$ cat src/assert_macros.svh
// ---------------------------------------------------------------------------
// assertion macros
// clocked concurrent checks on clk, disabled while rst is high
// ---------------------------------------------------------------------------
`ifndef ASSERT_MACROS_SVH
`define ASSERT_MACROS_SVH

// property must hold at every clock edge outside reset
`define SDCC_ASSERT(label, prop, msg) \
  label: assert property (@(posedge clk) disable iff (rst) prop) else $error(msg);

// expression must never be true outside reset
`define SDCC_NEVER(label, expr, msg) \
  label: assert property (@(posedge clk) disable iff (rst) !(expr)) else $error(msg);

`endif

$ cat src/sdcc_pkg.sv
// ---------------------------------------------------------------------------
// sdcc_pkg
// shared types, widths and codes of the squared density cross-correlation core
// ---------------------------------------------------------------------------
`timescale 1ns / 1ps

package sdcc_pkg;

  localparam int SAMPLE_DEPTH = 1024;
  localparam int ADDR_W       = $clog2(SAMPLE_DEPTH);
  localparam int CNT_W        = ADDR_W + 1;
  localparam int SQ_W         = 16;
  localparam int STEP_W       = 16;
  localparam int LAG_W        = 10;
  localparam int PROB_W       = 44;
  // each term pair is at most 2^31, at most SAMPLE_DEPTH of them
  localparam int SUM_W        = 32 + ADDR_W;

  localparam logic [1:0] OP_CLEAR  = 2'd0;
  localparam logic [1:0] OP_APPEND = 2'd1;
  localparam logic [1:0] OP_QUERY  = 2'd2;

  localparam logic [STEP_W-1:0] STEP_RESET = 16'hFFFF;

  typedef struct packed {
    logic [1:0]        opcode;
    logic signed [15:0] electron_sample;
    logic signed [15:0] hole_sample;
    logic [LAG_W-1:0]  lag_index;
  } request_t;

  typedef struct packed {
    logic [LAG_W-1:0]  lag_echo;
    logic [PROB_W-1:0] probability;
    logic              status;
  } result_t;

  // controller to datapath
  typedef struct packed {
    logic clear;
    logic append;
    logic start;
    logic issue;
    logic scale;
    logic load_out;
  } ctrl_cmd_t;

  // datapath to controller
  typedef struct packed {
    logic lag_oob;
    logic last_issue;
    logic pipe_empty;
  } dp_status_t;

endpackage

$ cat src/sdcc_ctrl.sv
// ---------------------------------------------------------------------------
// sdcc_ctrl
// sequencer for request decode, lag walk, scaling and result hand-off
// ---------------------------------------------------------------------------
`timescale 1ns / 1ps

module sdcc_ctrl import sdcc_pkg::*; (
  input  logic       clk,
  input  logic       rst,
  input  logic       request_valid,
  input  logic [1:0] opcode,
  output logic       request_stall,
  output logic       result_valid,
  input  logic       result_stall,
  output ctrl_cmd_t  cmd,
  input  dp_status_t stat
);

  localparam logic [2:0] S_IDLE   = 3'd0;
  localparam logic [2:0] S_RUN    = 3'd1;
  localparam logic [2:0] S_DRAIN  = 3'd2;
  localparam logic [2:0] S_SCALE  = 3'd3;
  localparam logic [2:0] S_FINISH = 3'd4;

  logic [2:0] state;
  logic [2:0] state_next;
  logic       result_valid_next;

  assign request_stall = (state != S_IDLE);

  always_comb begin
    state_next        = state;
    cmd               = '0;
    result_valid_next = result_valid && result_stall;
    unique case (state)
      S_IDLE: begin
        if (request_valid) begin
          unique case (opcode)
            OP_CLEAR:  cmd.clear  = 1'b1;
            OP_APPEND: cmd.append = 1'b1;
            OP_QUERY: begin
              cmd.start  = 1'b1;
              state_next = stat.lag_oob ? S_FINISH : S_RUN;
            end
            default: ;
          endcase
        end
      end
      S_RUN: begin
        cmd.issue = 1'b1;
        if (stat.last_issue) begin
          state_next = S_DRAIN;
        end
      end
      S_DRAIN: begin
        if (stat.pipe_empty) begin
          state_next = S_SCALE;
        end
      end
      S_SCALE: begin
        cmd.scale  = 1'b1;
        state_next = S_FINISH;
      end
      S_FINISH: begin
        // wait for the output register to be free
        if (!result_valid || !result_stall) begin
          cmd.load_out      = 1'b1;
          result_valid_next = 1'b1;
          state_next        = S_IDLE;
        end
      end
      default: state_next = S_IDLE;
    endcase
  end

  always_ff @(posedge clk) begin
    if (rst) begin
      state        <= S_IDLE;
      result_valid <= 1'b0;
    end else begin
      state        <= state_next;
      result_valid <= result_valid_next;
    end
  end

endmodule

$ cat config.mk
export PLATFORM = sky130hd
export DESIGN_NAME = sdcc_ctrl
export DESIGN_NICKNAME = d
export VERILOG_FILES = /design/src/assert_macros.svh /design/src/sdcc_pkg.sv /design/src/sdcc_ctrl.sv
export SDC_FILE = /design/constraint.sdc
export NUM_CORES = 1
export LEC_CHECK = 0
export BUFFER_PORTS_ARGS = -buffer_cell sky130_fd_sc_hd__buf_2
export CORE_AREA = 8 8 45 47
export CTS_CLUSTER_SIZE = 16
export DETAILED_ROUTE_END_ITERATION = 10
export DIE_AREA = 0 0 53 55
export PLACE_DENSITY = 0.52
export SLEW_MARGIN = 20
export SYNTH_ARGS = -nofsm -noshare
export SYNTH_HDL_FRONTEND = slang
export SYNTH_SLANG_ARGS = --single-unit
$ cat constraint.sdc
create_clock -name clk -period 1.79 [get_ports clk]
set_input_delay 0.0895 -clock clk [delete_from_list [all_inputs] [get_ports clk]]
set_output_delay 0.0895 -clock clk [all_outputs]
set_load 0.05 [all_outputs]
Word-level counts from Yosys, hierarchy flattened
Cells that the tools add are included.
{ "totals": {"reg_bits": 4, "input_bits": 9, "output_inout_bits": 8, "wordCells": 39} }
{ "op_classes": {"n_eq_ne": 11, "n_mux": 18, "reduce_logical": 8} }
{ "ops": {"columns": ["operator", "n"], "rows": [
  ["3-bit 2-to-1 mux", 8],
  ["3-bit one-hot mux with 5 select lines", 1],
  ["1-bit 2-to-1 mux", 9],
  ["2-bit inequality test (second input constant)", 4],
  ["3-bit by 2-bit == test with 1-bit output (second input constant)", 2],
  ["5-bit AND reduction", 1],
  ["3-bit by 1-bit == test with 1-bit output (second input constant)", 1],
  ["3-bit == test (second input constant)", 1],
  ["3-bit logical NOT", 1],
  ["3-bit nonzero test", 1],
  ["2-bit by 1-bit == test with 1-bit output (second input constant)", 1],
  ["2-bit == test (second input constant)", 1],
  ["1-bit logical NOT", 2],
  ["2-bit logical NOT", 1],
  ["2-bit by 1-bit inequality test with 1-bit output (second input constant)", 1],
  ["1-bit logical AND", 1],
  ["1-bit logical OR", 1]
]} }

Longest topological paths before layout
{ "logic_depth": {"word_depth": 4, "mapped_depth": 6, "ltp_nobuf": 4} }

Least setup slack after synthesis
Ideal clock, no wire load.
{ "synth_timing": {"path_kind": "reg2out", "start": "register state[0]", "end": "output cmd[5] (netlist bit)", "arrival_ps": 2579, "required_ps": 1701, "path_slack_ps": -878, "stages_incl_launch_ff": 5, "path_buffers": 2, "path_cell_list": "dfxtp_1 buf_6 or3_4 buf_6 nor4b_1"} }
{ "synth_lines": {"columns": ["item", "line_no", "rtl"], "rows": [
  ["start: declaration", "sdcc_ctrl.sv:25", "logic [2:0] state;"],
  ["start signal: assignment", "sdcc_ctrl.sv:81", "state <= state_next;"],
  ["end: declaration", "sdcc_ctrl.sv:15", "output ctrl_cmd_t cmd,"]
]} }

==> qor.yml <==
run_status:
  status: "finished clean"
die:
  initial_core_util_pct: 24.0
  rows: 14
  fp.dieArea_um2: 2920
  ios: 17
  core_um2: 1380
  die-width_um: 53
  die_y_um: 55
synth:
  synth_seq_cells: 4
  yosysTopAreaCell: "dfxtp_1"
  seq_area_frac_synth_pct: 24.2
  ys.warnings.count: 0
  synth_fp_nets: 48
  synth_cells: 39
  syn_avg_cell_area_um2: 8.50
  synth.area.top_cells: "dfxtp_1 24%, buf_6 6.8%, a21oi_1 6.0%"
  ys_top_cells_by_count: "4 x a21oi_1, 4 x dfxtp_1, 4 x nand2_1"
  synth_edf_count: 0
  ys_async_sr_fraction_pct: 0
  synth_top_area_share_pct: 24.2
  dominantRegCellSynth: "dfxtp_1"
  syn_area_um2: 332
  ys_types: 24
power_and_ir_drop:
  p_int_mw: 0.209
  p_per_area_nw_per_um2: 733
  p_leak_nw: 0.200
  combPwrFrac_pct: 33.4
  p_sw_mw: 0.110
  ir_worst_vdd_uv: 287
  p_seq_share_pct: 32.7
  clkPwrFrac_pct: 33.9
  netSwitchingFraction_pct: 34.4
setup_path:
  cp-startpoint: "state[2]"
  r2r-start: "state[1]"
  start_kind: "flip-flop"
  critPathKind: "reg -> out"
  worstPathRequired_ps: 1700
  critPathCaptureType: "output port"
  critical_path.max_fanout: 10
  crit_arrival_ps: 1600
clocking:
  cts_sinks: 4
  cts_buffer_depth: 2
  post_cts_resize_count: 0
  cts_setup_buffers: 0
  clkTransAtPathRegs_ps: 30
  clock_latency_ps: 230
  cts_tree: "done"
  cts_buffers: 3
  postCtsHoldBufs: 0
  cts_root_buffer: "clkbuf_4"
  htreeDepth: 1
finish:
  n_antenna_cell: 0
  drive_above_1_share_pct: 51.9
  nets: 65
  final_area_um2: 435
  seq_area_um2: 80.1
  multi_input_area_um2: 233
  nFillCells: 152
  synthToLayoutAreaGrowth_pct: 31.3
sta:
  slew_viol_final: 0
  finalSetupViolCount: 0
  rsz0062_at_grt: "no"
  slew_headroom_pct: 77.2
  finalHoldViolCount: 0
  fin_tns_setup_ps: 0
  max_freq_ghz: 0.592
  worstMarginPinSlew_ps: 341
  finClkSkew_ps: 1.93
  min_period_ps: 1690
  min_period_over_period_pct: 94.3
detailed_routing:
  dr.pass1.iters: 2
  drt_iter0_markers: 2
  vias_per_cell: 4.61
  drc: 0
  avgRoutedWirePerCell_um: 11.6
  antenna_left: 0
  vias: 323
  totalWireLength_um: 809
grt:
  grt_max_degree: 13
  grt_pass1_vias: 298
  grt_overflow: 0
  grt_pass1_wl_mm: 1.27
  grt_use_met1_pct: 6.66
  use_met3_pct: 2.67
  grt_usage_pct: 6.27
  antenna_found_initial: 0
  busiest_layer: "met2"
  use_met2_pct: 8.40
flow_run:
  cap_violations: 0
hold_path:
  hp-class: "in -> reg"
  hold_start: "rst"
placement:
  io_buffers: 16
  dp_hpwl_um: 662
  post_dp_cell_area_um2: 413
  gp_congestion: 0.678
final timing paths:
check	end	slack, ps	cells after the start
min	state[0]	80	2
max	cmd[0]	100	3
max reg2reg	state[2]	340	4
min reg2reg	result_valid	490	2
routing by layer:
layer | routed length, um | part of all wire [%]
met1 | 373 | 46
met2 | 329 | 41
met3 | 82 | 10
met4 | 23 | 2.8
met5 | 0 | 0
per-stage QoR:
stage               power, mW  util, %  setup WS [ps]  std cells  hold slack (ps)
finish                  0.319     31.5            101         70             80.8
global route            0.339     31.5           13.8         70             85.6
CTS                     0.329     31.5           81.7         70             71.9
detailed placement      0.214     29.8            343         67              324
global placement        0.214     29.8            333         67              318
floorplan               0.196        -           -183         39              159
registers in the layout (all words and copies together), names as in the netlist:
| signal | flops |
|---|---|
| state | 3 |
| result_valid | 1 |
cell usage in the layout (no fill, tap or decap):
master / instances
nand3_2: 1
nand2_1: 4
nor3_1: 1
or3b_2: 2
nor3b_2: 1
nand2b_4: 1
a21oi_1: 4
and3b_2: 1
nand4b_1: 1
buf_2: 16
clkbuf_4: 3
nor3_2: 1
or3_1: 1
or2b_1: 1
o31ai_1: 1
or3_4: 1
mux2i_1: 2
nor2_1: 2
nor2b_1: 1
a21o_1: 1
nand3b_1: 1
dfxtp_1: 4
nand2b_1: 1
nor4b_2: 1
nor3b_1: 1
logic make-up (layout without fill, tap and decap cells):
logic type / after synthesis / in the layout / synth area share, %
AO/OA/AOI/OAI: 6 / 6 / 10.6
multiplexers: 2 / 2 / 6.04
AND/OR/NAND/NOR: 23 / 23 / 48.7
flip-flops: 4 / 4 / 24.2
buffers and inverters: 4 / 19 / 10.6
layout make-up:
cell class	count	share of cell area, %
clock buffer	3	5.17
multi-input combinational	31	53.4
sequential	4	18.4
tap	16	4.60
timing repair buffer	16	18.4
power by group through the flow:
stage               logic [mW]  clock network, mW  registers (mW)
finish                   0.107              0.108           0.104
global route             0.115              0.118           0.107
floorplan               0.0919                  0           0.104
detailed placement       0.108                  0           0.106
CTS                      0.108              0.116           0.105
global placement         0.108                  0           0.106
worst max-delay path, cell delays in order (launching register included):
cell	delay (ps)
dfxtp_1	480
or3b_2	490
a21oi_1	120
buf_2	270
No activity file was read; power rests on OpenSTA's default activity.
